File: config.mk
export PLATFORM = sky130hd
export DESIGN_NAME = bfr_cmd_queue
export DESIGN_NICKNAME = d
export VERILOG_FILES = /design/src/rtl/core/bfr_pkg.sv /design/src/rtl/core/bfr_cmd_queue.sv
export SDC_FILE = /design/constraint.sdc
export NUM_CORES = 1
export LEC_CHECK = 0
export ABC_CLOCK_PERIOD_IN_PS = 4900
export BUFFER_PORTS_ARGS = -buffer_cell sky130_fd_sc_hd__buf_2
export CAP_MARGIN = 20
export CORE_MARGIN = 1
export CORE_UTILIZATION = 25
export CTS_BUF_LIST = sky130_fd_sc_hd__clkbuf_8
export CTS_CLUSTER_DIAMETER = 150
export DETAILED_ROUTE_END_ITERATION = 8
export HOLD_SLACK_MARGIN = 0.12
export PLACE_DENSITY = 0.43
export REMOVE_ABC_BUFFERS = 1
export SYNTH_ARGS = -nofsm -noshare
export SYNTH_HDL_FRONTEND = slang
export SYNTH_SLANG_ARGS = --single-unit
File: constraint.sdc
create_clock -name i_clk -period 4.9 [get_ports i_clk]
set_input_delay 0 -clock i_clk [delete_from_list [all_inputs] [get_ports i_clk]]
set_output_delay 0 -clock i_clk [all_outputs]
set_load 0.01 [all_outputs]
File: src/rtl/core/bfr_pkg.sv
// Package for the byte ring FIFO: sizes, action codes and the command
// record that travels from the front end through the queue to the back end.
// No dependencies.
package bfr_pkg;

    // Ring storage: DEPTH bytes, pointers one bit wider than the address
    localparam int ADDR_W = 10;
    localparam int DEPTH  = 1 << ADDR_W;
    localparam int PTR_W  = ADDR_W + 1;

    // Longest burst and the width that holds 0..MAX_BURST
    localparam int MAX_BURST = 64;
    localparam int LEN_W     = $clog2(MAX_BURST + 1);
    localparam int OFF_W     = (MAX_BURST > 1) ? $clog2(MAX_BURST) : 1;

    // Configuration register
    localparam int          CFG_W     = 4;
    localparam logic [3:0]  CAP_RESET = 4'd10;

    // Command queue between front and back
    localparam int QDEPTH = 4;
    localparam int QA_W   = $clog2(QDEPTH);

    // Input action codes
    localparam logic [1:0] ACT_WRITE = 2'd0;
    localparam logic [1:0] ACT_READ  = 2'd1;
    localparam logic [1:0] ACT_PEEK  = 2'd2;
    localparam logic [1:0] ACT_CLEAR = 2'd3;

    // Work the back end performs for one item
    typedef enum logic [1:0] {
        CMD_SINGLE = 2'd0,   // one status-only result
        CMD_WRITE  = 2'd1,   // store a byte, one status result
        CMD_BURST  = 2'd2    // read count bytes from the ring
    } t_kind;

    // Status reported on every result of an item
    typedef struct packed {
        logic             accepted;
        logic [PTR_W-1:0] fill;
        logic [PTR_W-1:0] free;
        logic             empty;
        logic             full;
    } t_status;

    typedef struct packed {
        t_kind             kind;
        logic [ADDR_W-1:0] addr;
        logic [ADDR_W-1:0] amask;
        logic [7:0]        data;
        logic [LEN_W-1:0]  count;
        t_status           status;
    } t_cmd;

endpackage

File: src/rtl/core/bfr_cmd_queue.sv
// Short command queue between the front and back ends of the byte ring FIFO.
// Flip-flop storage, one push and one pop per cycle. Depends on bfr_pkg.
module bfr_cmd_queue import bfr_pkg::*; (
    input  logic i_clk,
    input  logic i_rst_n,
    input  logic i_push,
    input  t_cmd i_cmd,
    output logic o_full,
    input  logic i_pop,
    output logic o_valid,
    output t_cmd o_cmd
);

    t_cmd            r_slot [QDEPTH];
    logic [QA_W:0]   r_wp;
    logic [QA_W:0]   r_rp;

    assign o_valid = (r_wp != r_rp);
    assign o_full  = (r_wp[QA_W-1:0] == r_rp[QA_W-1:0]) && (r_wp[QA_W] != r_rp[QA_W]);
    assign o_cmd   = r_slot[r_rp[QA_W-1:0]];

    // Store pushed commands
    always_ff @(posedge i_clk) begin
        if (i_push) r_slot[r_wp[QA_W-1:0]] <= i_cmd;
    end

    // Advance pointers
    always_ff @(posedge i_clk) begin
        if (!i_rst_n) begin
            r_wp <= '0;
            r_rp <= '0;
        end else begin
            if (i_push) r_wp <= r_wp + (QA_W+1)'(1);
            if (i_pop)  r_rp <= r_rp + (QA_W+1)'(1);
        end
    end

    a_no_overflow: assert property (@(posedge i_clk) disable iff (!i_rst_n)
        !(i_push && o_full))
        else $error("command pushed into full queue");

    a_no_underflow: assert property (@(posedge i_clk) disable iff (!i_rst_n)
        !(i_pop && !o_valid))
        else $error("command popped from empty queue");

endmodule

# Word-level counts from Yosys, hierarchy flattened
# Memories as Yosys holds them, arrays and structs flattened. A register that Yosys moved wholly into a read port is not among the register bits.
# Index checks and enable logic that the tools add are counted.
word_totals:
  regBits: 6
  latchBits: 0
  ram_bits: 248
  romBits: 0
  in_bits: 66
  wordCells: 13
  memories: 1
op_classes:
  addsub: 2
  multipliers: 0
  n_div: 0
  magnitude_cmp: 0
  n_eq_ne: 3
  shift: 0
  mux: 4
  bitwise: 0
  reduce_logical: 1
mem_list:
  columns: ["name", "depth", "word_bits", "read_ports", "rd_clocked_by_memory_dff", "wr", "line_no", "rtl"]
  rows:
  - ["r_slot", 4, 62, 1, 1, 1, "bfr_cmd_queue.sv:14", "t_cmd r_slot [QDEPTH];"]
op_table:
  columns: ["op", "n"]
  rows:
  - ["adder 3 x 1 -> 3 bit, second input constant", 2]
  - ["2-to-1 mux 2 bit", 2]
  - ["inequality test 3 bit", 1]
  - ["equality test 2 bit", 1]
  - ["2-to-1 mux 1 bit", 2]
  - ["logical AND 1 bit", 1]
  - ["inequality test 1 bit", 1]

# Logic depth before layout (Yosys ltp)
# Gate-level depths: netlist of the first run.
depth:
  word_depth: 3
  depth_mapped: 4
  mapped_depth_nobuf: 4

# Least setup slack after synthesis of the first run
# OpenSTA, ideal clock, no wires.
synth_timing:
  path_type: "register to register"
  startpoint: "register r_wp[0]"
  endpoint: "memory r_slot[3][0] (netlist bit), enable pin"
  setup_ns: 0.426
  arrival_time_ns: 2.076
  required_ns: 4.474
  path_slack_ns: 2.398
  path_stages_with_launch: 3
  synth_period_minus_slack_ns: 2.502
  path_cell_list: "dfxtp_1 ha_1 and2_1"
synth_lines:
  columns: ["element", "line_no", "rtl"]
  rows:
  - ["start: declaration", "bfr_cmd_queue.sv:15", "logic [QA_W:0] r_wp;"]
  - ["start signal: assignment", "bfr_cmd_queue.sv:33", "if (i_push) r_wp <= r_wp + (QA_W+1)'(1);"]
  - ["end: declaration", "bfr_cmd_queue.sv:14", null]
# Straight into the memory's write port.

==> out/metrics.yaml, run 1 <==
status:
  status: "completed"
layout:
  n_antenna_cell: 0
  design_area_sq_um: 12400
  multi_input_area_sq_um: 1640
  filler_cell_count: 3516
  area_growth_pct: 31.1
  drive_above_1_share_pct: 40.6
  regArea_sq_um: 7610
  fin_nets: 685
  fin_util_pct: 33.5
synthesis:
  syn_avg_cell_area_sq_um: 25.8
  ys_top_cells_by_area: "edfxtp_1 (79%), mux4_2 (14%), dfxtp_1 (1.7%), buf_12 (1.3%), ha_1 (0.66%)"
  yosysTopAreaCell: "edfxtp_1"
  synth.top_cell.area_share_pct: 79.1
  yosysSeqAreaShare_pct: 80.8
  synth_cell_type_count: 19
  synth_seq_cells: 256
  synth_area_sq_um: 9420
  synth_warnings: 0
  syn_inst: 365
worst_setup_path:
  critPathTopFamily: "flip-flops"
  start_kind: "flip-flop"
  cp.required_ns: 4.90
  cpMaxStageDelayCell: "dfxtp_4"
  reg2reg_from: "r_wp[0]"
  cpPeakStageDelay_ns: 0.87
  crit_fanout: 38
  worstPathCellList: "buf_4 -> mux4_2 -> buf_2"
  end_kind: "output port"
  path_class: "flip-flop to output port"
  crit_arrival_ns: 2.82
  crit_buf_inv: 2
clocking:
  htree_num_levels: 2
  cts_buffers: 46
  clock-root-buffer: "clkbuf_8"
  clock_latency_ns: 0.58
  cts_tree: "done"
  postCtsSetupBuffers: 0
  cts.clk_slew.worst_paths_ns: 0.06
  clock_path_buffers: 3
  cts.sinks: 256
sta:
  fin_crit_sh_pct: 57.5
  rsz0062_at_grt: "false"
  max_slew.worst_pin.slew_ns: 1.06
  max_freq_mhz: 355
  setup-violations-final: 0
  slew_viol_final: 0
  hold_violations: 0
  period_needed_ns: 2.82
  setup_tns_ns: 0
  fin_worst_skew_ns: 0.0155
  slew_headroom_pct: 29.6
  setup_ws_ns: 2.08
routing:
  dr.first_iter.drc_count: 232
  detail-route-antenna-nets: 0
  viasPerCell: 3.98
  vias: 4582
  wl_per_cell_um: 16.7
  drc: 0
  routed_wl_um: 19200
  drt_pass1_iterations: 4
global_routing:
  grt_overflow: 0
  grtUsageTotal_pct: 10.2
  grt_pass1_wl_um: 29300
  antenna_found_initial: 0
  grt_pass1_vias: 5247
  grt_start_max_net_pins: 63
placement:
  dpl-instance-area_sq_um: 10600
  routabilityCongestion: 0.662
  portBuffers: 129
  place_ws_ns: 2.54
  dp_hpwl_um: 10100
floorplan:
  rows: 70
  initial_core_util_pct: 25.5
  die_area_sq_um: 38500
  die_h_um: 196
  io_pins: 130
  core_sq_um: 36900
  die_x_um: 196
min_path:
  hold_path_class: "input pin to flip-flop"
  min_from: "i_cmd[30]"
flow_run:
  maxCapViolations: 0
power:
  ir_drop_v: 0.000194
  leakagePower_nw: 4.19
  pwr_density_cell_nw_per_um2: 403
## synth_stat cells
cell type and count:
a21bo_2 2, a21oi_1 2, and2_1 4, and3b_1 1, buf_12 6, buf_2 6
buf_6 1, clkbuf_1 2, dfxtp_1 8, edfxtp_1 248, ha_1 5, inv_1 3
mux2i_1 2, mux4_1 2, mux4_2 60, nand3_1 1, nand3b_1 2, nor2_1 5
xnor2_1 5
## final timing paths
check,to,slack (ns),cells past startpoint
hold reg to reg,flip-flop,0.56,2
hold / removal,r_slot[0][30],0.18,2
setup reg to reg,r_slot[0][21],3.02,3
setup / recovery,o_cmd[14],2.08,3
## routing by layer
metal	vias to the layer above	wire (um)	track usage, %
met3	41	967	3.08
li1	2066	-	-
met2	122	9570	17.1
met4	0	591	5.50
met1	2353	8100	11.8
met5	-	0	0
## cell families after synthesis
family	after synthesis	synth area share, %
flip-flops	256	80.8
buffers and inverters	18	1.91
AND/OR/NAND/NOR	13	0.770
multiplexers	64	15.1
XOR/XNOR	5	0.465
adder cells (fa/ha/maj)	5	0.664
AO/OA/AOI/OAI	4	0.319
## placed cells by master (no fill, tap or decap), types with 3 or more instances in the layout
cell type,instances
edfxtp_1,248
buf_2,129
dlygate4sd3_1,83
mux4_2,60
clkbuf_8,49
inv_1,12
clkinv_1,10
clkinv_2,7
dfxtp_1,6
xnor2_1,5
nor2_1,5
ha_1,5
and2_4,4
bufinv_16,3
buf_16,3
## report_power, final
group          internal, mW  switching, mW
Clock                  1.08          0.856
Combinational         0.250          0.222
Sequential             2.51         0.0622
Total                  3.84           1.14
## flip-flops by register name (all words and copies together) (netlist names), named ones only
register,count
r_slot,248
r_rp,3
r_wp,3
## worst reg2reg max path, delay by kind of cell, from the launching register on
kind	cells	cell delay, ns
and+or+nand+nor	1	0.83
DFF	1	0.37
adders and majority gates	1	0.14
buffers and inverters	1	0.10
## cell type report
type / count / share of cell area (%)
repair buffers: 216 / 12.7
multi-input cells: 91 / 13.3
flip-flops and latches: 256 / 61.6
well taps: 504 / 5.11
clock buffers: 49 / 5.46
inverters: 3 / 0.0912
clock inverters: 31 / 1.71
## metrics by stage
step,hold WS [ns],power (mW),instances
floorplan,0.0989,2.85,350
global placement,0.209,3.04,984
detailed placement,0.217,3.05,984
CTS,0.122,5.09,1147
global route,0.142,5.21,1150
finish,0.183,4.98,1150
## repair_timing
action | 4_1_cts | 5_1_grt
gates resized for setup | 0 | 0
hold buffers | 83 | 0
endpoints found under the hold margin | 256 | 0
No activity file was read; power rests on OpenSTA's default activity.
==> inputs of run 2 (changes only) <==
--- a/config.mk
+++ b/config.mk
@@ -5,7 +5,7 @@
 export SDC_FILE = /design/constraint.sdc
 export NUM_CORES = 1
 export LEC_CHECK = 0
-export ABC_CLOCK_PERIOD_IN_PS = 4900
+export ABC_CLOCK_PERIOD_IN_PS = 2740
 export BUFFER_PORTS_ARGS = -buffer_cell sky130_fd_sc_hd__buf_2
 export CAP_MARGIN = 20
 export CORE_MARGIN = 1
==> constraint.sdc (replaced) <==
create_clock -name i_clk -period 2.74 [get_ports i_clk]
set_input_delay 0 -clock i_clk [delete_from_list [all_inputs] [get_ports i_clk]]
set_output_delay 0 -clock i_clk [all_outputs]
set_load 0.01 [all_outputs]
==> run 2 against run 1 <==
Compared with the run above:
- die area unchanged
- setup slack got worse by 1.5 ns
- worst hold slack improved by 0.024 ns
- final area decreased by 1.6%
- largest power group unchanged
==> out/metrics.yaml, run 2 (same netlist as run 1, synthesis figures left out) <==
sta:
  rsz0062_at_grt: "false"
  hold_ws_ns: 0.208  # +0.0244 ns
  fin_crit_sh_pct: 80.1
  slew_headroom_pct: 62.9  # +33 points
  hold_violations: 0  # unchanged
  fin_worst_skew_ns: 0.0191  # +0.00358 ns
  max_slew.worst_pin.slew_ns: 0.557  # -0.499 ns
  setup_ws_ns: 0.544  # -1.54 ns
  slew_viol_final: 0  # unchanged
  period_needed_ns: 2.20
  max_freq_mhz: 455
  setup-violations-final: 0  # unchanged
floorplan:
  die_area_sq_um: 38500  # unchanged
  initial_core_util_pct: 25.5  # unchanged
  rows: 70  # unchanged
  io_pins: 130  # unchanged
  core_sq_um: 36900  # unchanged
  die_h_um: 196  # unchanged
  die_x_um: 196  # unchanged
routing:
  vias: 4593  # +0.24%
  drc: 0  # unchanged
  detail-route-antenna-nets: 0  # unchanged
  viasPerCell: 4.04  # +1.5%
  dr.first_iter.drc_count: 213  # -8.2%
  drt_pass1_iterations: 4  # unchanged
  wl_per_cell_um: 17.9  # +7.0%
  routed_wl_um: 20300  # +5.7%
placement:
  routabilityCongestion: 0.679  # +2.6%
  place_ws_ns: 0.912  # -1.63 ns
  portBuffers: 129  # unchanged
  dpl-instance-area_sq_um: 10700  # +1.3%
  dp_hpwl_um: 12200  # +21%
worst_setup_path:
  worstPathCellList: "buf_4 -> mux4_1 -> buf_2"
  crit_arrival_ns: 2.20  # -0.62 ns
  cpPeakStageDelay_ns: 0.60  # -0.27 ns
  end_kind: "output port"
  cp.required_ns: 2.74  # -2.16 ns
  critPathTopFamily: "multiplexers"
  crit_fanout: 14  # -63%
  cpMaxStageDelayCell: "mux4_1"
  path_class: "flip-flop to output port"
  start_kind: "flip-flop"
  crit_buf_inv: 2  # unchanged
clocking:
  cts_buffers: 45  # -2.2%
  cts_tree: "done"
  htree_num_levels: 2  # unchanged
  cts.sinks: 256  # unchanged
  cts.clk_slew.worst_paths_ns: 0.06  # about the same
  clock_path_buffers: 3  # unchanged
  clock_latency_ns: 0.54  # -0.04 ns
  hold_buffers: 66  # -20%
  postCtsSetupBuffers: 0  # unchanged
  clock-root-buffer: "clkbuf_8"
  cts_resized: 0  # unchanged
global_routing:
  grtUsageTotal_pct: 10.9  # +0.68 points
  grt_pass1_wl_um: 31000  # +5.8%
  antenna_found_initial: 0  # unchanged
  grt_start_max_net_pins: 38  # -40%
  grt_overflow: 0  # unchanged
  grt_pass1_vias: 5176  # -1.4%
flow_run:
  maxCapViolations: 0  # unchanged
layout:
  fin_nets: 672  # -1.9%
  mostFrequentLayoutCell: "edfxtp_1"
  layout_common_cells: "edfxtp_1 (248), buf_2 (129), dlygate4sd3_1 (66)"
  design_area_sq_um: 12200  # -1.6%
  filler_cell_count: 3545  # +0.82%
  drive_above_1_share_pct: 41.9  # +1.4 points
  n_antenna_cell: 0  # unchanged
  area_growth_pct: 29.1
  largest_reg_flops: 248  # unchanged
power:
  power_mw: 8.61  # +73%
  pwr_density_cell_nw_per_um2: 708  # +76%
  leakagePower_nw: 4.13  # -1.4%
  ir_drop_v: 0.000254  # +31%
status:
  status: "completed"
min_path:
  hold_path_class: "input pin to flip-flop"
-- run 2: cell types whose count changed in the layout (fill, tap and decap cells not counted), sizes merged --
cell / delta
clkinv: -5
dlygate4sd3: -17
bufinv: -3
buf: +5
inv: +5
clkbuf: +1
-- run 2: area by class of cell --
type                       instances  area (sq um)  area share, %
sequential                       256          7610           62.6
multi-input combinational         91          1640           13.5
timing repair buffer             204          1450           11.9
clock buffer                      50           688           5.66
tap                              504           631           5.19
clock inverter                    28           121          0.998
inverter                           3          11.3         0.0926
-- run 2: worst register-to-register path, delay by kind of cell (launching register included) --
family        cells  cell delay (ns)
flops             1             0.44
simple gates      1             0.44
buf+inv           1             0.35
fa+ha+maj         1             0.24
-- run 2: worst paths after layout --
kind | cells after the start | from | endpoint | slack, ns
setup reg to reg | 3 | r_wp[0] | r_slot[3][37] | 0.92
hold reg to reg | 2 | r_wp[2] | r_wp[2] | 0.59
hold / removal | 2 | i_cmd[45] | r_slot[3][45] | 0.21
setup / recovery | 3 | flip-flop | o_cmd[60] | 0.54
-- run 2: power breakdown --
group / internal [mW] / total (mW) / switching (mW)
Clock: 1.66 / 3.14 / 1.47
Sequential: 4.49 / 4.56 / 0.0725
Combinational: 0.447 / 0.905 / 0.459
-- run 2: through the flow --
step,util (%),TNS (ns),cells
finish,33.0,0,1136
global route,33.0,0,1136
CTS,33.0,0,1136
detailed placement,29.0,0,992
global placement,29.0,0,992
floorplan,-,-35.51,350
-- run 2: metal layers --
metal / GRT usage (%) / share of wire (%)
met1: 13.7 / 43
met2: 17.8 / 49
met4: 4.22 / 2.6
met3: 3.01 / 5.9
met5: 0 / 0
