<file path="src/rtl/core/bfr_pkg.sv">
// Package for the byte ring FIFO: sizes, action codes and the command
// record that travels from the front end through the queue to the back end.
// No dependencies.
package bfr_pkg;

    // Ring storage: DEPTH bytes, pointers one bit wider than the address
    localparam int ADDR_W = 10;
    localparam int DEPTH  = 1 << ADDR_W;
    localparam int PTR_W  = ADDR_W + 1;

    // Longest burst and the width that holds 0..MAX_BURST
    localparam int MAX_BURST = 64;
    localparam int LEN_W     = $clog2(MAX_BURST + 1);
    localparam int OFF_W     = (MAX_BURST > 1) ? $clog2(MAX_BURST) : 1;

    // Configuration register
    localparam int          CFG_W     = 4;
    localparam logic [3:0]  CAP_RESET = 4'd10;

    // Command queue between front and back
    localparam int QDEPTH = 4;
    localparam int QA_W   = $clog2(QDEPTH);

    // Input action codes
    localparam logic [1:0] ACT_WRITE = 2'd0;
    localparam logic [1:0] ACT_READ  = 2'd1;
    localparam logic [1:0] ACT_PEEK  = 2'd2;
    localparam logic [1:0] ACT_CLEAR = 2'd3;

    // Work the back end performs for one item
    typedef enum logic [1:0] {
        CMD_SINGLE = 2'd0,   // one status-only result
        CMD_WRITE  = 2'd1,   // store a byte, one status result
        CMD_BURST  = 2'd2    // read count bytes from the ring
    } t_kind;

    // Status reported on every result of an item
    typedef struct packed {
        logic             accepted;
        logic [PTR_W-1:0] fill;
        logic [PTR_W-1:0] free;
        logic             empty;
        logic             full;
    } t_status;

    typedef struct packed {
        t_kind             kind;
        logic [ADDR_W-1:0] addr;
        logic [ADDR_W-1:0] amask;
        logic [7:0]        data;
        logic [LEN_W-1:0]  count;
        t_status           status;
    } t_cmd;

endpackage

</file>
<file path="src/rtl/core/bfr_front.sv">
// Front end of the byte ring FIFO: accepts items, keeps the capacity register
// and both ring pointers, and turns each item into one back-end command.
// Depends on bfr_pkg.
module bfr_front import bfr_pkg::*; (
    input  logic             i_clk,
    input  logic             i_rst_n,
    input  logic             i_cfg_wr_en,
    input  logic [CFG_W-1:0] i_cfg_wr_data,
    input  logic             i_in_valid,
    output logic             o_in_ready,
    input  logic [1:0]       i_action,
    input  logic [7:0]       i_data_in,
    input  logic [LEN_W-1:0] i_burst_length,
    input  logic             i_q_full,
    output logic             o_push,
    output t_cmd             o_cmd
);

    logic [CFG_W-1:0]  r_cap_log2;
    logic [PTR_W-1:0]  r_wr_pos, n_wr_pos;
    logic [PTR_W-1:0]  r_rd_pos, n_rd_pos;

    logic [CFG_W-1:0]  cap_k;
    logic [PTR_W-1:0]  cap;
    logic [ADDR_W-1:0] amask;
    logic [PTR_W-1:0]  fill_now;
    logic [PTR_W-1:0]  fill_after;
    logic [LEN_W-1:0]  len_sat;
    logic [LEN_W-1:0]  burst_n;
    logic              room;
    logic              accept;

    assign o_in_ready = !i_q_full;
    assign accept     = i_in_valid && o_in_ready;
    assign o_push     = accept;

    // Saturate the capacity to the ring size
    assign cap_k = (r_cap_log2 > CFG_W'(ADDR_W)) ? CFG_W'(ADDR_W) : r_cap_log2;
    assign cap   = PTR_W'(1) << cap_k;
    assign amask = ADDR_W'(cap - PTR_W'(1));

    assign fill_now = r_wr_pos - r_rd_pos;
    assign room     = fill_now < cap;

    // Clip the request to the burst limit and then to the fill
    assign len_sat = (i_burst_length > LEN_W'(MAX_BURST)) ? LEN_W'(MAX_BURST)
                                                          : i_burst_length;
    assign burst_n = ({{(PTR_W-LEN_W){1'b0}}, len_sat} < fill_now) ? len_sat
                                                                  : fill_now[LEN_W-1:0];

    // Next pointers for this item
    always_comb begin
        n_wr_pos = r_wr_pos;
        n_rd_pos = r_rd_pos;
        unique case (i_action) inside
            ACT_WRITE: begin
                if (room) n_wr_pos = r_wr_pos + PTR_W'(1);
            end
            ACT_READ: begin
                n_rd_pos = r_rd_pos + PTR_W'(burst_n);
            end
            ACT_PEEK: begin
                n_rd_pos = r_rd_pos;
            end
            ACT_CLEAR: begin
                n_wr_pos = '0;
                n_rd_pos = '0;
            end
            default: begin
                n_wr_pos = r_wr_pos;
            end
        endcase
    end

    assign fill_after = n_wr_pos - n_rd_pos;

    // Build the command for the back end
    always_comb begin
        o_cmd.kind            = CMD_SINGLE;
        o_cmd.addr            = r_rd_pos[ADDR_W-1:0] & amask;
        o_cmd.amask           = amask;
        o_cmd.data            = i_data_in;
        o_cmd.count           = burst_n;
        o_cmd.status.accepted = 1'b0;
        o_cmd.status.fill     = fill_after;
        o_cmd.status.free     = (fill_after >= cap) ? '0 : cap - fill_after;
        o_cmd.status.empty    = (n_wr_pos == n_rd_pos);
        o_cmd.status.full     = (fill_after == cap);
        unique case (i_action) inside
            ACT_WRITE: begin
                o_cmd.addr            = r_wr_pos[ADDR_W-1:0] & amask;
                o_cmd.status.accepted = room;
                if (room) o_cmd.kind = CMD_WRITE;
            end
            ACT_READ, ACT_PEEK: begin
                if (burst_n != '0) o_cmd.kind = CMD_BURST;
            end
            default: begin
                o_cmd.kind = CMD_SINGLE;
            end
        endcase
    end

    // Hold the capacity register; advance pointers on each transfer
    always_ff @(posedge i_clk) begin
        if (!i_rst_n) begin
            r_cap_log2 <= CAP_RESET;
            r_wr_pos   <= '0;
            r_rd_pos   <= '0;
        end else begin
            if (i_cfg_wr_en) r_cap_log2 <= i_cfg_wr_data;
            if (accept) begin
                r_wr_pos <= n_wr_pos;
                r_rd_pos <= n_rd_pos;
            end
        end
    end

    // Writes only land below capacity, so the fill never passes the ring size
    a_fill_bounded: assert property (@(posedge i_clk) disable iff (!i_rst_n)
        fill_now <= PTR_W'(DEPTH))
        else $error("ring fill exceeds ring size");

endmodule

</file>
<file path="config.mk">
export PLATFORM = sky130hd
export DESIGN_NAME = bfr_front
export DESIGN_NICKNAME = d
export VERILOG_FILES = /design/src/rtl/core/bfr_pkg.sv /design/src/rtl/core/bfr_front.sv
export SDC_FILE = /design/constraint.sdc
export NUM_CORES = 1
export LEC_CHECK = 0
export ABC_AREA = 1
export BUFFER_PORTS_ARGS = -buffer_cell sky130_fd_sc_hd__buf_2
export CAP_MARGIN = 20
export CORE_MARGIN = 3
export CORE_UTILIZATION = 45
export CTS_BUF_LIST = sky130_fd_sc_hd__clkbuf_4 sky130_fd_sc_hd__clkbuf_8
export CTS_CLUSTER_DIAMETER = 200
export CTS_CLUSTER_SIZE = 14
export DETAILED_ROUTE_END_ITERATION = 10
export MAX_ROUTING_LAYER = met4
export PLACE_DENSITY = 0.7
export SLEW_MARGIN = 20
export SYNTH_ARGS = -nofsm -noshare
export SYNTH_HDL_FRONTEND = slang
export SYNTH_SLANG_ARGS = --single-unit
</file>
<file path="constraint.sdc">
create_clock -name i_clk -period 6.4 [get_ports i_clk]
set_input_delay 0 -clock i_clk [delete_from_list [all_inputs] [get_ports i_clk]]
set_output_delay 0 -clock i_clk [all_outputs]
set_load 0.02 [all_outputs]
</file>
[After elaboration in Yosys (flattened, before gate mapping)]
Cells that the tools add are included.
Word-level totals
  word-level logic and storage cells: 39
  output and inout bits: 64
  input port bits: 26
  register bits: 26
Cells by class
  $add $sub $neg: 6
  reduce and logical (&&, ||, !) cells: 5
  bitwise gates (word level): 2
  shift operators: 1
  magnitude comparators: 5
  equal/unequal tests: 5
  mux-type cells: 12
Operators by type and width (number)
  case mux 11 bit (2 select lines): 2
  subtractor 11 bit: 3
  equality test 11 bit: 2
  2-to-1 mux 11 bit: 2
  bitwise AND 10 bit: 2
  2-to-1 mux 7 bit: 2
  adder 11 x 1 -> 11 bit, second input constant: 1
  adder 11 x 7 -> 11 bit: 1
  >= comparator 11 bit: 1
  less-than comparator 11 bit: 1
  less-than comparator 7 x 11 -> 1 bit: 1
  << shifter 1 x 4 -> 11 bit, first input constant: 1
  2-to-1 mux 10 bit: 1
  subtractor 10 x 1 -> 10 bit, second input constant: 1
  greater-than comparator 7 bit, second input constant: 1
  nonzero test 7 bit: 1
  equality test 2 bit, second input constant: 2
  greater-than comparator 4 bit, second input constant: 1
  2-to-1 mux 4 bit: 1
  case mux 2 bit (2 select lines): 1
  equality test 2 x 1 -> 1 bit, second input constant: 1
  zero test 2 bit: 1
  2-to-1 mux 1 bit: 2
  2-to-1 mux 2 bit: 1
  other kinds (3): 3

[Depth between registers and ports, before layout]
Gate-level depths: netlist of run 1.
  word-level depth: 9
  depth in mapped cells: 52
  mapped depth without buffers: 51

[Worst setup path after synthesis of run 1]
Ideal clock, no wire load.
  kind: register -> output
  start point: register r_wr_pos[0]
  end point: output o_cmd[10] in the netlist's numbering
  arrival time: 6.291 ns
  cell stages (with the launch flop): 46
  data required time: 6.400 ns
  slack: 0.109 ns
  buffers on the path: 1
  path through: dfxtp_1 > inv_1 > ha_1 > inv_1 > fa_1 > nand3_1 > nand3_2 > nand2_1 > nand2_1 > xor2_1 > inv_1 > ha_1 > inv_1 > nor3_1 > a211oi_1 > nand2_1 > nand3_4 > nand2_1 > (+10 left out) > nand2_1 > nand2_1 > o21ai_0 > ha_1 > nand2_1 > nor3_1 > nand2_1 > o211ai_1 > xor2_1 > inv_1 > ha_1 > o21ai_0 > inv_1 > a21oi_1 > o21bai_1 > nand2_2 > buf_6 > nor2_2
RTL lines
  start: declaration: RTL line bfr_front.sv:20  | logic [PTR_W-1:0] r_wr_pos, n_wr_pos;
  start signal: assignment: RTL line bfr_front.sv:113  | r_wr_pos <= n_wr_pos;
  end: declaration: RTL line bfr_front.sv:16  | output t_cmd o_cmd

==> results of run 1 <==
routing by layer:
metal	routed length, µm	up-vias	global-route usage (%)
li1	-	2758	-
met1	7330	2600	39.2
met2	7670	272	44.9
met3	1400	57	4.32
met4	619	0	7.75
met5	0	-	-
state kept, by name (all words and copies together) (netlist names):
signal	flops
r_cap_log2	4
r_wr_pos	11
r_rd_pos	11
where the power goes:
part,internal (mW),switching (mW),leakage (nW)
sequential,0.173,0.0124,0.217
combinational,0.723,0.990,3.21
clock,0.0839,0.0586,0.0357
total,0.980,1.06,3.46
layout by cell type, fill, tap and decap left out, types with 5 or more instances in the layout:
cell type	count
o21ai_0	33
nor3_1	6
xor2_1	18
dfxtp_2	6
a21oi_2	14
dfxtp_1	20
a21oi_1	51
xor2_2	5
nand2_1	142
nand3_2	8
o211ai_1	7
buf_6	12
inv_2	30
nand3_1	23
ha_4	17
nor2_2	9
nand2_2	30
buf_2	61
buf_4	88
ha_1	38
inv_1	136
o21ai_1	12
nor2_1	57
nand4_1	16
nor2_4	11
synth_stat cells (11+ instances only):
master     n  share of area, %
nand2_2   16               2.2
xor2_1    24               4.5
nor2_2    14               1.9
nor3_1    11               1.2
nand2_1  158                13
inv_1    160                13
dfxtp_1   26                11
ha_1      59                16
nand4_1   16               2.2
nor2_1    61               4.9
a21oi_1   63               6.8
nand3_1   29               3.1
o21ai_0   41               4.4
how the worst max path moves through the flow:
stage / endpoint / slack [ns] / cells past startpoint
after detailed placement: o_cmd[6] / -0.19 / 45
after global placement: o_cmd[5] / -0.06 / 45
final: o_cmd[6] / -0.18 / 46
after CTS: o_cmd[4] / -0.19 / 46
after floorplan: o_cmd[10] / 0.11 / 45
after global routing: o_cmd[12] / -0.51 / 47
what timing repair did:
action	CTS	global route
endpoints found under the setup margin	12	12
gates cloned	1	0
resized for setup	82	91
endpoints found under the hold margin	2	0
pin swaps	40	62
buffers inserted	28	16
hold buffers	4	0
stage by stage:
stage | power (mW) | hold WS [ns]
floorplan | 1.04 | 0.0841
finish | 2.04 | -0.00161
CTS | 1.84 | 0.000149
global route | 2.18 | 0.0000293
global placement | 1.44 | 0.000149
detailed placement | 1.44 | 0.000149
critical path: cells and delay by family, from the launching register on:
kind | cells | cell delay, ns
AOI/OAI and AO/OA | 7 | 0.76
xor gates and xnor gates | 2 | 0.46
buffers and inverters | 21 | 2.43
adders and majority gates | 5 | 1.29
and+or+nand+nor | 11 | 0.99
DFF | 1 | 0.34
kinds of logic (layout without fill, tap and decap cells):
| logic type | count (synthesis) | count (layout) | share of synthesized area (%) |
|---|---|---|---|
| flip-flops | 26 | 26 | 11.2 |
| adder cells (fa/ha/maj) | 63 | 63 | 17.7 |
| buffers and inverters | 190 | 339 | 16.4 |
| XOR/XNOR | 27 | 27 | 5.10 |
| AND/OR/NAND/NOR | 321 | 321 | 31.6 |
| AO/OA/AOI/OAI | 144 | 144 | 18.1 |
cell type report:
type / instances / area (µm²)
Sequential cell: 26 / 528
Multi-Input combinational cell: 555 / 3960
Tap cell: 133 / 166
Clock inverter: 1 / 30.0
Inverter: 168 / 633
Clock buffer: 3 / 41.3
Fill cell: 869 / 3370
Timing Repair Buffer: 167 / 1180
==> impl_metrics.yaml, run 1 <==
placement:
  io_buffers: 73
  placed_area_mm2: 0.00541
  dp_cells: 1002
  gp_congestion: 0.984
  dp_hpwl_mm: 12.3
  pre_cts_slack_ns: -0.190
die:
  die_h_um: 107
  die_w_um: 107
  coreArea_mm2: 0.00991
  initial_core_util_pct: 46.8
  dieArea_mm2: 0.0116
  row_count: 36
  ios: 90
global_routing:
  overflow: 0
  grt_usage_pct: 28.9
  grt_pass1_vias: 5250
  grt_pass1_wl_mm: 26.1
  grt_max_degree: 32
  antenna_found_initial: 0
run_status:
  violations: "negative hold slack, negative setup slack"
  outcome: "complete, but fails checks"
synth:
  synth-main-ff-cell: "dfxtp_1"
  synth_cells: 771
  syn_area_mm2: 0.00464
  synth-seq-cells: 26
  synth_async_sr_flop_share_pct: 0
  yosys_warnings: 0
  synth_cell_type_count: 47
  synth-edff-count: 0
  syn-num-nets: 860
  synth.avg_cell_area_um2: 6.01
  yosysSeqAreaShare_pct: 11.2
finish:
  drive_gt1_share_pct: 36.5
  nets: 1010
  fin_area_mm2: 0.00654
  final_cells: 1053
  fin_util_pct: 66.0
  areaGrowthSynthToFinish_pct: 41.1
  diodes: 0
pwr:
  ir_worst_vdd_mv: 0.160
  p_per_area_mw_per_mm2: 312
  p_leak_nw: 3.46
sta:
  hold_viol: 1
  max_slew_margin_pct: 36.2
  setup_slack_ns: -0.177
  worst_slew_pin_slew_ns: 0.954
  drv_slew: 0
  max_freq_mhz: 152
  finalCriticalPeriod_ns: 6.58
  finalSetupViolCount: 11
  setup_tns_ns: -1.73
  finalCritPeriodShare_pct: 103
  finClkSkew_ns: 0.00207
  rsz0062_at_grt: "yes"
  whs_ns: -0.00161
setup_path:
  crit_path_max_incr_delay_ns: 0.35
  rr_worst_depth: 34
  critical_path_class: "flip-flop to primary output"
  reg2reg_from: "r_wr_pos[0]$_SDFFE_PN0P_"
  cp-end-kind: "primary output"
  cp_max_fo: 5
  r2r_end: "r_rd_pos[8]$_SDFFE_PN0P_"
  rrSetupSlack_ns: 1.82
  critPathLaunchType: "flip-flop"
  arrival_ns: 6.58
  crit_top_cell: "buf_4"
  cp-startpoint: "r_wr_pos[0]$_SDFFE_PN0P_"
  required_ns: 6.40
  critPathSlowestCell: "fa_2"
detailed_routing:
  drc: 0
  num_vias: 5687
  routed_via_density: 5.40
  wirelength_mm: 17.0
  first_pass_iters: 6
  postRouteAntennaNets: 0
  dr.first_iter.drc_count: 624
  wl_per_cell_um: 16.2
clock_network:
  h-tree-depth: 1
  cts-buffers-inserted: 3
  clkLatencyLatePin_ns: 0.28
  clk_path_buf_depth: 2
  clk_pin_slew_worst_paths_ns: 0.10
  cts.sinks: 26
  cts_tree: "built"
  cts_root_buffer: "clkbuf_8"
hold_path:
  worstHoldStart: "i_cfg_wr_data[0]"
  hold_path_class: "input pin to flip-flop"
  min_to: "r_cap_log2[0]$_SDFFE_PN0P_"
  hold_depth: 3
flow_run:
  max-cap-violations: 0
No activity file was read; power rests on OpenSTA's default activity.
==> run 2: changes to the inputs <==
--- a/config.mk
+++ b/config.mk
@@ -6,7 +6,7 @@
 export NUM_CORES = 1
 export LEC_CHECK = 0
 export ABC_AREA = 1
-export BUFFER_PORTS_ARGS = -buffer_cell sky130_fd_sc_hd__buf_2
+export BUFFER_PORTS_ARGS = -buffer_cell sky130_fd_sc_hd__buf_4
 export CAP_MARGIN = 20
 export CORE_MARGIN = 3
 export CORE_UTILIZATION = 45
@@ -16,7 +16,6 @@
 export DETAILED_ROUTE_END_ITERATION = 10
 export MAX_ROUTING_LAYER = met4
 export PLACE_DENSITY = 0.7
-export SLEW_MARGIN = 20
 export SYNTH_ARGS = -nofsm -noshare
 export SYNTH_HDL_FRONTEND = slang
 export SYNTH_SLANG_ARGS = --single-unit
==> impl_metrics.yaml, run 2 (synthesized netlist as in run 1, its figures left out) <==
run_status:
  outcome: "complete, but fails checks"
  violations: "negative setup slack"
sta:
  finalSetupViolCount: 11
  drv_slew: 0
  rsz0062_at_grt: "yes"
  max_freq_mhz: 147
  finalCritPeriodShare_pct: 106
  finClkSkew_ns: 0.00596
  max_slew_margin_pct: 33.5
  setup_tns_ns: -3.95
  whs_ns: 0.00000774
  hold_viol: 0
  worst_slew_pin_slew_ns: 0.994
  finalCriticalPeriod_ns: 6.81
  setup_slack_ns: -0.406
finish:
  mostFrequentLayoutCells: "167 x buf_4, 143 x nand2_1, 142 x inv_1"
  fin_area_mm2: 0.00691
  drive_gt1_share_pct: 35.8
  diodes: 0
  fin_util_pct: 69.7
  nets: 1032
  nFillCells: 825
  reg.largest.list: "r_rd_pos (11), r_wr_pos (11), r_cap_log2 (4)"
  areaGrowthSynthToFinish_pct: 49.0
  final_common_cell: "buf_4"
setup_path:
  cp_max_fo: 5
  critPathSlowestCell: "fa_1"
  crit_top_cell: "nand2_2"
  critical_path_class: "flip-flop to primary output"
  rr_worst_depth: 35
  crit_path_max_incr_delay_ns: 0.48
  critPathLaunchType: "flip-flop"
  cp-end-kind: "primary output"
  rrSetupSlack_ns: 1.99
  required_ns: 6.40
  arrival_ns: 6.81
detailed_routing:
  wl_per_cell_um: 17.6
  wirelength_mm: 19.0
  dr.first_iter.drc_count: 486
  first_pass_iters: 5
  postRouteAntennaNets: 0
  drc: 0
  num_vias: 5974
  routed_via_density: 5.56
clock_network:
  cts_tree: "built"
  h-tree-depth: 1
  cts_root_buffer: "clkbuf_8"
  clkLatencyLatePin_ns: 0.28
  cts-buffers-inserted: 3
  clk_path_buf_depth: 2
  cts.sinks: 26
  clk_pin_slew_worst_paths_ns: 0.09
pwr:
  p_per_area_mw_per_mm2: 309
  ir_worst_vdd_mv: 0.170
  switching_share_pct: 51.4
  p_leak_nw: 3.62
  power_frac_comb_pct: 84.7
  pwr-share-seq_pct: 8.7
  p_switching_mw: 1.10
  power.share.clock_pct: 6.6
  internal-power_mw: 1.04
placement:
  gp_congestion: 1.05
  placed_area_mm2: 0.00560
  dp_hpwl_mm: 13.4
  io_buffers: 73
global_routing:
  antenna_found_initial: 0
  grt.met3_usage_pct: 2.64
  grt.busiest_layer: "met2"
  gr-usage-met2_pct: 49.2
  overflow: 0
  grt_max_degree: 32
  met1_usage_pct: 40.7
  grt_usage_pct: 30.3
  grt_pass1_wl_mm: 27.5
  grt_pass1_vias: 5551
die:
  coreArea_mm2: 0.00991
  ios: 90
  die_h_um: 107
  dieArea_mm2: 0.0116
  initial_core_util_pct: 46.8
  row_count: 36
  die_w_um: 107
flow_run:
  max-cap-violations: 0
hold_path:
  hold_depth: 0
  hold_path_class: "input pin to primary output"
-- run 2: cell count changes in the layout (fill, tap and decap cells not counted), sizes merged --
cell / delta
dlygate4sd3: +2
clkinvlp: +1
buf: +19
clkbuf: +1
inv: -1
-- run 2: per-stage QoR --
stage               instances  power (mW)  setup slack, ns
global route             1075        2.26           -0.630
CTS                      1062        1.81           -0.135
finish                   1075        2.13           -0.406
floorplan                 771        1.04            0.109
detailed placement       1004        1.52           -0.394
global placement         1004        1.49           -0.209
-- run 2: layout make-up --
class                   instances  area [µm²]  area share [%]
clock inverters                 1        30.0           0.435
multi-input cells             555        3990            57.7
well taps                     133         166            2.41
inverters                     168         642            9.29
flip-flops and latches         26         524            7.59
repair buffers                189        1520            21.9
clock buffers                   3        41.3           0.598
-- run 2: worst max-delay path: cells and delay by family (launching register included) --
family                     cells  cell delay (ns)
DFF                            1             0.34
buffers and inverters         10             0.90
adders and majority gates      7             2.13
and+or+nand+nor               14             1.39
xor gates and xnor gates       2             0.37
AOI/OAI and AO/OA             10             1.37
-- run 2: power groups by stage --
stage               logic, mW  registers [mW]  clock network [mW]
floorplan               0.852           0.186                   0
global placement         1.31           0.187                   0
detailed placement       1.33           0.187                   0
CTS                      1.48           0.184               0.140
global route             1.92           0.187               0.146
finish                   1.81           0.185               0.140
-- run 2: path summary, 6_finish.rpt --
kind,startpoint,end
setup / recovery,r_wr_pos[0]$_SDFFE_PN0P_,o_cmd[6]
hold / removal,i_data_in[2],o_cmd[34]
setup reg to reg,r_wr_pos[0]$_SDFFE_PN0P_,r_rd_pos[7]$_SDFFE_PN0P_
hold reg to reg,r_cap_log2[2]$_SDFFE_PN0P_,r_cap_log2[2]$_SDFFE_PN0P_
-- run 2: routing by layer --
layer,vias to the layer above,wire length [µm]
li1,2803,-
met1,2787,7880
met2,308,8820
met3,76,1420
met4,0,840
met5,-,0
-- run 2: timing repair --
item / 4_1_cts / 5_1_grt
hold endpoints to repair: 2 / 0
pin swaps: 22 / 30
buffers inserted: 48 / 17
setup endpoints to repair: 12 / 13
hold buffers: 6 / 0
cloned: 0 / 1
gates resized for setup: 45 / 103
==> run 3: changes to the inputs <==
==> constraint.sdc (replaced) <==
create_clock -name i_clk -period 6.4 [get_ports i_clk]
set_input_delay 1.28 -clock i_clk [delete_from_list [all_inputs] [get_ports i_clk]]
set_output_delay 1.28 -clock i_clk [all_outputs]
set_load 0.02 [all_outputs]
==> impl_metrics.yaml, run 3 (synthesized netlist as in run 1, its figures left out) <==
placement:
  io_buffers: 73
  placed_area_mm2: 0.00685
  pre_cts_slack_ns: -1.68
  dp_cells: 1149
  gp_congestion: 1.04
  dp_hpwl_mm: 14.9
setup_path:
  critical_path_class: "input pin to primary output"
  cp-end-kind: "primary output"
  path_buf_inv: 9
  reg2reg_from: "r_wr_pos[0]$_SDFFE_PN0P_"
  rrSetupSlack_ns: 1.89
  critPathLaunchType: "input pin"
  r2r_end: "r_rd_pos[9]$_SDFFE_PN0P_"
  critPathSlowestCell: "fa_2"
  arrival_ns: 6.63
  crit_top_cell: "nand2_2"
  crit_path_max_incr_delay_ns: 0.43
  required_ns: 5.12
  critPathTopFamily: "adder cells"
  rr_worst_depth: 33
  cp_max_fo: 5
pwr:
  p_per_area_mw_per_mm2: 302
  power_mw: 2.36
  ir_worst_vdd_mv: 0.274
  p_leak_nw: 4.16
sta:
  setup_tns_ns: -19.18
  max_slew_margin_pct: 33.3
  whs_ns: 0.562
  worst_slew_pin_slew_ns: 0.998
  setup_slack_ns: -1.51
  max_freq_mhz: 126
  finClkSkew_ns: 0.00354
  finalCritPeriodShare_pct: 124
  drv_slew: 0
  rsz0062_at_grt: "yes"
  finalCriticalPeriod_ns: 7.91
  finalSetupViolCount: 19
  hold_viol: 0
finish:
  fin_util_pct: 78.8
  diodes: 0
  areaGrowthSynthToFinish_pct: 68.4
  nets: 1138
  nFillCells: 732
  reg.largest.list: "r_rd_pos (11), r_wr_pos (11), r_cap_log2 (4)"
  fin_area_mm2: 0.00781
  mostFrequentLayoutCells: "274 x buf_4, 136 x inv_1, 133 x nand2_1"
  drive_gt1_share_pct: 45.3
  final_cells: 1181
  final_common_cell: "buf_4"
detailed_routing:
  num_vias: 6302
  wirelength_mm: 19.6
  routed_via_density: 5.34
  drc: 0
  postRouteAntennaNets: 0
  wl_per_cell_um: 16.6
  dr.first_iter.drc_count: 430
  first_pass_iters: 5
hold_path:
  hold_depth: 2
  min_to: "r_cap_log2[2]$_SDFFE_PN0P_"
  worstHoldStart: "r_cap_log2[2]$_SDFFE_PN0P_"
  hold_path_class: "flip-flop to flip-flop"
clock_network:
  h-tree-depth: 1
  cts_root_buffer: "clkbuf_8"
  clk_pin_slew_worst_paths_ns: 0.09
  cts.sinks: 26
  ctsHoldBuffers: 0
  clk_path_buf_depth: 2
  cts_tree: "built"
  clkLatencyLatePin_ns: 0.28
  cts-buffers-inserted: 3
global_routing:
  grt_usage_pct: 34.2
  grt.met3_usage_pct: 3.78
  grt_max_degree: 32
  overflow: 0
  antenna_found_initial: 0
  met1_usage_pct: 42.0
  grt.busiest_layer: "met2"
  gr-usage-met2_pct: 59.0
  grt_pass1_wl_mm: 30.6
  grt_pass1_vias: 6285
die:
  die_h_um: 107
  initial_core_util_pct: 46.8
  coreArea_mm2: 0.00991
  die_w_um: 107
  row_count: 36
  ios: 90
  dieArea_mm2: 0.0116
run_status:
  outcome: "complete, but fails checks"
  violations: "negative setup slack"
flow_run:
  max-cap-violations: 0
## run 3: cell types whose count changed in the layout (fill, tap and decap cells not counted), moves of 6 or more
cell / before / now
dlygate4sd3_1: 6 / 0
buf_4: 167 / 274
inv_2: 21 / 29
inv_1: 142 / 136
nand2_2: 28 / 36
nand2_1: 143 / 133
## run 3: what timing repair did
action,4_1_cts,5_1_grt
gates resized for setup,118,37
endpoints found under the hold margin,0,0
buffers inserted,27,3
endpoints found under the setup margin,22,21
pin swaps,63,25
cloned,1,0
## run 3: worst reg2reg max path, delay by kind of cell, from the launching register on
kind	cells	cell delay, ns
AO/OA/AOI/OAI	3	0.32
XOR/XNOR	1	0.21
adder cells (fa/ha/maj)	4	1.09
buffers and inverters	8	0.72
flip-flops	1	0.35
AND/OR/NAND/NOR	17	1.74
## run 3: final cells by class
class	instances	area, µm²	area share (%)
multi-input cells	555	4110	52.6
well taps	133	166	2.13
clock buffers	4	55.1	0.705
flip-flops and latches	26	522	6.68
repair buffers	295	2320	29.7
inverters	168	636	8.14
## run 3: worst max path at each step
stage                                   startpoint   endpoint  slack [ns]  cells past startpoint
after floorplan                  i_burst_length[4]  o_cmd[10]       -1.00                     39
after global placement    r_wr_pos[0]$_SDFFE_PN0P_  o_cmd[12]       -1.43                     41
after detailed placement         i_burst_length[4]  o_cmd[10]       -1.68                     40
after CTS                        i_burst_length[5]  o_cmd[10]       -1.41                     41
after global routing      r_wr_pos[0]$_SDFFE_PN0P_   o_cmd[7]       -1.82                     49
final                            i_burst_length[1]   o_cmd[7]       -1.51                     40
## run 3: report_power, final
group / switching (mW) / total, mW / internal, mW
clock: 0.0570 / 0.112 / 0.0553
sequential: 0.00855 / 0.181 / 0.173
combinational: 1.09 / 2.06 / 0.974
total: 1.16 / 2.36 / 1.20
## run 3: layer usage
metal,vias to the layer above,part of all wire [%]
met3,62,7.0
met4,0,3.5
met5,-,0
met2,273,48
li1,3017,-
met1,2950,41
